`src/hw/rtl/gcws_pkg.sv`:
```
package gcws_pkg;

	localparam int COORD_BITS_DEF = 16;
	localparam int REG_BITS       = 16;
	localparam int REG_IDX_BITS   = 2;
	localparam int SQ_BITS        = 2 * REG_BITS;

	typedef enum logic [REG_IDX_BITS-1:0] {
		REG_GAP_THRESHOLD = 2'd0,
		REG_MIN_WIDTH     = 2'd1,
		REG_MAX_WIDTH     = 2'd2,
		REG_ORIGIN_LIMIT  = 2'd3
	} reg_idx_t;

	localparam logic [REG_BITS-1:0] GAP_RESET    = 16'd250;
	localparam logic [REG_BITS-1:0] MIN_RESET    = 16'd50;
	localparam logic [REG_BITS-1:0] MAX_RESET    = 16'd650;
	localparam logic [REG_BITS-1:0] ORIGIN_RESET = 16'd100;

	localparam logic [SQ_BITS-1:0] GAP_SQ_RESET = SQ_BITS'(250 * 250);
	localparam logic [SQ_BITS-1:0] MIN_SQ_RESET = SQ_BITS'(50 * 50);
	localparam logic [SQ_BITS-1:0] MAX_SQ_RESET = SQ_BITS'(650 * 650);

	function automatic logic [SQ_BITS-1:0] square_reg(input logic [REG_BITS-1:0] v);
		return SQ_BITS'(v) * SQ_BITS'(v);
	endfunction

endpackage

```
`src/hw/rtl/gcws_dist2.sv`:
```
module gcws_dist2
	import gcws_pkg::*;
#(
	parameter int COORD_BITS = COORD_BITS_DEF
) (
	input  logic signed [COORD_BITS-1:0] a_x,
	input  logic signed [COORD_BITS-1:0] a_y,
	input  logic signed [COORD_BITS-1:0] b_x,
	input  logic signed [COORD_BITS-1:0] b_y,
	output logic        [2*COORD_BITS+2:0] d2
);

	localparam int DW = COORD_BITS + 1;
	localparam int SW = 2 * DW;

	logic signed [DW-1:0] dx;
	logic signed [DW-1:0] dy;
	logic        [DW-1:0] mx;
	logic        [DW-1:0] my;
	logic        [SW-1:0] sx;
	logic        [SW-1:0] sy;

	always_comb begin
		dx = DW'(a_x) - DW'(b_x);
		dy = DW'(a_y) - DW'(b_y);
		mx = dx[DW-1] ? (~dx + DW'(1)) : dx;
		my = dy[DW-1] ? (~dy + DW'(1)) : dy;
		sx = SW'(mx) * SW'(mx);
		sy = SW'(my) * SW'(my);
		d2 = (SW+1)'(sx) + (SW+1)'(sy);
	end

endmodule

```
`src/hw/rtl/gap_cluster_width_segmenter.sv`:
```
// Channel   | Handshake                    | Payload
// ----------+------------------------------+-----------------------------
// point in  | in_valid / in_stall          | point_x, point_y, scan_end
// center out| out_valid / out_stall        | center_x, center_y
// config    | cfg_we (no wait)             | cfg_index, cfg_data
//
// One point per cycle sustained while in_stall is low; a point is held in the
// input register, then its center goes to the output register. Between the
// two lies one squared-distance pass (subtract, square, add, compare).
// Reset clears the input and output valid flags, the cluster state and sets
// registers to their defaults. in_stall rises only when a point that emits a
// center finds the output register full and not being taken.
module gap_cluster_width_segmenter
	import gcws_pkg::*;
#(
	parameter int COORD_BITS = COORD_BITS_DEF
) (
	input  logic                          clk,
	input  logic                          arst_n,
	input  logic                          cfg_we,
	input  logic [REG_IDX_BITS-1:0]       cfg_index,
	input  logic [REG_BITS-1:0]           cfg_data,
	input  logic                          in_valid,
	output logic                          in_stall,
	input  logic signed [COORD_BITS-1:0]  point_x,
	input  logic signed [COORD_BITS-1:0]  point_y,
	input  logic                          scan_end,
	output logic                          out_valid,
	input  logic                          out_stall,
	output logic signed [COORD_BITS-1:0]  center_x,
	output logic signed [COORD_BITS-1:0]  center_y
);

	localparam int D2W  = 2 * COORD_BITS + 3;
	localparam int LW   = COORD_BITS + REG_BITS;
	localparam int CMPW = (D2W > SQ_BITS) ? D2W : SQ_BITS;

	logic [SQ_BITS-1:0]  gap_sq_q;
	logic [SQ_BITS-1:0]  min_sq_q;
	logic [SQ_BITS-1:0]  max_sq_q;
	logic [REG_BITS-1:0] origin_q;

	logic                         valid_s1;
	logic signed [COORD_BITS-1:0] x_s1;
	logic signed [COORD_BITS-1:0] y_s1;
	logic                         last_s1;

	logic                         open_q;
	logic signed [COORD_BITS-1:0] prev_x_q;
	logic signed [COORD_BITS-1:0] prev_y_q;
	logic signed [COORD_BITS-1:0] start_x_q;
	logic signed [COORD_BITS-1:0] start_y_q;

	logic                         out_valid_q;
	logic signed [COORD_BITS-1:0] center_x_q;
	logic signed [COORD_BITS-1:0] center_y_q;

	logic [D2W-1:0]        gap_d2;
	logic [D2W-1:0]        width_d2;
	logic [COORD_BITS-1:0] abs_x;
	logic [COORD_BITS-1:0] abs_y;
	logic                  pt_ok;
	logic                  split;
	logic                  width_ok;
	logic                  emit;
	logic                  out_free;
	logic                  s1_go;
	logic                  accept;
	logic signed [COORD_BITS:0] sum_x;
	logic signed [COORD_BITS:0] sum_y;

	gcws_dist2 #(.COORD_BITS(COORD_BITS)) u_gap_dist (
		.a_x (x_s1),
		.a_y (y_s1),
		.b_x (prev_x_q),
		.b_y (prev_y_q),
		.d2  (gap_d2)
	);

	gcws_dist2 #(.COORD_BITS(COORD_BITS)) u_width_dist (
		.a_x (prev_x_q),
		.a_y (prev_y_q),
		.b_x (start_x_q),
		.b_y (start_y_q),
		.d2  (width_d2)
	);

	always_comb begin
		abs_x    = x_s1[COORD_BITS-1] ? (~x_s1 + COORD_BITS'(1)) : x_s1;
		abs_y    = y_s1[COORD_BITS-1] ? (~y_s1 + COORD_BITS'(1)) : y_s1;
		pt_ok    = !((LW'(abs_x) < LW'(origin_q)) && (LW'(abs_y) < LW'(origin_q)));
		split    = open_q && (CMPW'(gap_d2) > CMPW'(gap_sq_q));
		width_ok = (CMPW'(min_sq_q) < CMPW'(width_d2)) &&
			(CMPW'(width_d2) < CMPW'(max_sq_q));
		emit     = pt_ok && split && width_ok;
		out_free = !out_valid_q || !out_stall;
		s1_go    = valid_s1 && (!emit || out_free);
		in_stall = valid_s1 && !s1_go;
		accept   = in_valid && !in_stall;
		sum_x    = (COORD_BITS+1)'(start_x_q) + (COORD_BITS+1)'(prev_x_q);
		sum_y    = (COORD_BITS+1)'(start_y_q) + (COORD_BITS+1)'(prev_y_q);
	end

	always_ff @(posedge clk or negedge arst_n) begin
		if (!arst_n) begin
			gap_sq_q <= GAP_SQ_RESET;
			min_sq_q <= MIN_SQ_RESET;
			max_sq_q <= MAX_SQ_RESET;
			origin_q <= ORIGIN_RESET;
		end else if (cfg_we) begin
			unique case (reg_idx_t'(cfg_index))
				REG_GAP_THRESHOLD: gap_sq_q <= square_reg(cfg_data);
				REG_MIN_WIDTH:     min_sq_q <= square_reg(cfg_data);
				REG_MAX_WIDTH:     max_sq_q <= square_reg(cfg_data);
				REG_ORIGIN_LIMIT:  origin_q <= cfg_data;
				default:           origin_q <= origin_q;
			endcase
		end
	end

	always_ff @(posedge clk or negedge arst_n) begin
		if (!arst_n) begin
			valid_s1 <= 1'b0;
		end else if (accept) begin
			valid_s1 <= 1'b1;
		end else if (s1_go) begin
			valid_s1 <= 1'b0;
		end
	end

	always_ff @(posedge clk) begin
		if (accept) begin
			x_s1    <= point_x;
			y_s1    <= point_y;
			last_s1 <= scan_end;
		end
	end

	always_ff @(posedge clk or negedge arst_n) begin
		if (!arst_n) begin
			open_q    <= 1'b0;
			prev_x_q  <= '0;
			prev_y_q  <= '0;
			start_x_q <= '0;
			start_y_q <= '0;
		end else if (s1_go) begin
			if (last_s1) begin
				open_q    <= 1'b0;
				prev_x_q  <= '0;
				prev_y_q  <= '0;
				start_x_q <= '0;
				start_y_q <= '0;
			end else if (pt_ok) begin
				if (!open_q || split) begin
					start_x_q <= x_s1;
					start_y_q <= y_s1;
				end
				open_q   <= 1'b1;
				prev_x_q <= x_s1;
				prev_y_q <= y_s1;
			end
		end
	end

	always_ff @(posedge clk or negedge arst_n) begin
		if (!arst_n) begin
			out_valid_q <= 1'b0;
		end else if (s1_go && emit) begin
			out_valid_q <= 1'b1;
		end else if (!out_stall) begin
			out_valid_q <= 1'b0;
		end
	end

	always_ff @(posedge clk) begin
		if (s1_go && emit) begin
			center_x_q <= sum_x[COORD_BITS:1];
			center_y_q <= sum_y[COORD_BITS:1];
		end
	end

	assign out_valid = out_valid_q;
	assign center_x  = center_x_q;
	assign center_y  = center_y_q;

endmodule

```
`config.mk`:
```
export PLATFORM = sky130hd
export DESIGN_NAME = gap_cluster_width_segmenter
export DESIGN_NICKNAME = d
export VERILOG_FILES = /design/src/hw/rtl/gcws_pkg.sv /design/src/hw/rtl/gcws_dist2.sv /design/src/hw/rtl/gap_cluster_width_segmenter.sv
export SDC_FILE = /design/constraint.sdc
export NUM_CORES = 2
export LEC_CHECK = 0
export ABC_AREA = 1
export BUFFER_PORTS_ARGS = -buffer_cell sky130_fd_sc_hd__buf_2
export CORE_MARGIN = 2
export CORE_UTILIZATION = 54
export CTS_CLUSTER_SIZE = 16
export DETAILED_ROUTE_END_ITERATION = 12
export PLACE_DENSITY = 0.71
export SLEW_MARGIN = 20
export SYNTH_ARGS = -nofsm -noshare
export SYNTH_HDL_FRONTEND = slang
export SYNTH_SLANG_ARGS = --single-unit
```
`constraint.sdc`:
```
create_clock -name clk -period 27.1 [get_ports clk]
set_input_delay 4.065 -clock clk [delete_from_list [all_inputs] [get_ports clk]]
set_output_delay 4.065 -clock clk [all_outputs]
set_load 0.02 [all_outputs]
```
==> flow_summary.ini <==
[worst_setup_path]
worstPathMaxFanout = 69
cp.arrival_ns = 13.70
crit_required_ns = 23.03
timing_worst_setup_path_type = reg -> out
critPathSlowestCell = o311ai_0
critPathLaunchType = flip-flop
rrSetupSlack_ns = 12.93
reg2reg_from = x_s1[0]
r2r_cells = 57
end_kind = primary output
crit_top_cell = inv_1
r2r_end = x_s1[13]
max_stage_delay_ns = 0.74

[synthesis]
synth_top_cell_by_area = fa_1
synth_cell_types = 60
ys.flop_type = dfrtp_1
yosys_warnings = 0
netlist_instances = 7086
ys_ff_latch = 241
synth.cell_area_um2 = 58770
synthTopCellsByArea = fa_1 (36%), ha_1 (15%), inv_1 (13%), nand2_1 (6.8%), dfrtp_1 (6.5%)
seq_area_frac_synth_pct = 10.87
async_flop_share_pct = 73.03
synth_top_area_share_pct = 36.31
synth_edf_count = 65
syn-mean-instance-area_um2 = 8.294

[timing]
worst_hold_slack_ns = 0.4836
clock.fmax_mhz = 56.29
rsz0062_at_grt = false
finalCritPeriodShare_pct = 65.55
fin_tns_setup_ns = 0
setup_viol = 0
tightest_slew_ns = 1.060
skew_ns = 0.04020
drv_slew = 0
max_slew_margin_pct = 28.84
period_needed_ns = 17.76
hold_viol_final = 0

[cts]
cts_max_level = 1
cts_tree = yes
cts_buffers = 27
insertion_delay_ns = 0.58
cts.hold.buffers_added = 0
cts_setup_buffers = 0
cts.clk_slew.worst_paths_ns = 0.07
post_cts_resized = 0
clock_sinks = 241
ctsRootBufferMaster = clkbuf_16
cts_buffer_depth = 3

[finish]
final_cells = 8567
nets = 8960
final_common_cell = inv_1
fin_util_pct = 56.92
drive_gt1_share_pct = 4.000
final_cell_mix = inv_1 (2028), fa_1 (1066), nand2_1 (1061)
syn_to_final_growth_pct = 4.986

[die]
die_h_um = 333.9
initial_core_util_pct = 54.22
fp.coreArea_um2 = 108400
io_pins = 90
placementRows = 121
die_x_um = 333.9
dieArea_um2 = 111500

[detailed_routing]
wl_um = 147900
firstDrtPassIters = 6
drc = 0
vias_per_cell = 5.216
wire_per_inst_um = 17.27
vias = 44682
drt_iter0_markers = 3215
ant_nets = 0

[grt]
antenna_found_initial = 8
track_usage_pct = 27.59
grt_pass1_vias = 46737
overflow = 0
grt_max_degree = 80
grt_pass1_wl_um = 245300

[job]
cap_violations = 0

[place]
hpwlAfterDp_um = 128700
dpl.cell_count = 8515
gp_congestion = 0.9685
port_buffers = 89

[status]
status = complete, no violations

[hold_path]
whs_path_depth = 2
hold_path_class = reg -> reg
hold_path_startpoint = min_sq_q[0]
holdPathEnd = min_sq_q[0]
-- worst max path at each step --
stage                  from        to
detailed placement  x_s1[0]  in_stall
floorplan           x_s1[0]  in_stall
CTS                 x_s1[0]  in_stall
global placement    x_s1[0]  in_stall
finish              x_s1[0]  in_stall
global route        x_s1[0]  in_stall
-- sequential cells by signal, summed over array words and instances (netlist names) --
signal / count
open_q: 1
origin_q: 16
last_s1: 1
max_sq_q: 31
out_valid: 1
gap_sq_q: 31
valid_s1: 1
y_s1: 16
center_x: 16
start_y_q: 16
x_s1: 16
center_y: 16
prev_x_q: 16
min_sq_q: 31
start_x_q: 16
prev_y_q: 16
-- per-stage QoR --
| step | worst slack (ns) | cell area, µm² |
|---|---|---|
| 3_5_place_dp | 10.08 | 60790 |
| 3_3_place_gp | 10.36 | 60790 |
| 5_1_grt | 8.069 | 61700 |
| 6_report | 9.335 | 61700 |
| 2_1_floorplan | 12.28 | 58940 |
| 4_1_cts | 9.420 | 61690 |
-- kinds of logic (layout without fill, tap and decap cells) --
group	Yosys count	count (layout)	share of synthesized area, %
simple gates	2058	2058	14.54
xor+xnor	224	224	3.377
flops	241	241	10.87
fa+ha+maj	1774	1774	51.38
compound gates	575	575	5.480
buf+inv	2212	2230	14.34
other cells	2	51	0.01278
-- critical path: cells and delay by family (launching register included) --
family          cells  cell delay, ns
fa+ha+maj          12            5.22
simple gates       22            3.15
buf+inv            14            2.09
compound gates      7            1.67
xor+xnor            2            0.55
flops               1            0.39
-- per-layer routing --
metal	vias up	GRT usage [%]	wire, µm
met3	241	2.302	8839
li1	21108	-	-
met4	8	8.118	4960
met1	21889	38.23	63180
met5	-	0	40
met2	1436	46.45	70900
-- cells in the mapped netlist (all sizes together) (2+ instances only) --
master   number
nand3b        8
o21bai       30
clkinv       10
fa         1066
or2          28
a21boi        5
nand2      1070
a31oi        12
nor3         55
o221ai        4
xnor2        41
nor4          9
dfrtp       152
o21ai       192
o211ai       20
a21o         14
conb          2
buf          39
a31o          2
a2111oi       2
xor2        183
inv        2042
nand3       168
a211oi       11
o31ai        13
dfstp        24
nand4       107
clkbuf      121
and2          6
o21a         10
o2111ai       2
nor2        606
edfxtp       65
a21oi       255
ha          708
-- cell type report --
type	instances	area, µm²
timing repair buffer	129	752.0
multi-input combinational	4679	44180
fill	9898	46700
tap	1414	1769
clock inverter	13	141.4
clock buffer	36	759.5
inverter	2052	7702
sequential	241	6387
antenna	3	7.507
Power is left out: the tool's default activity adds up to more than one toggle a clock period on the data nets, which glitch-free logic cannot reach.
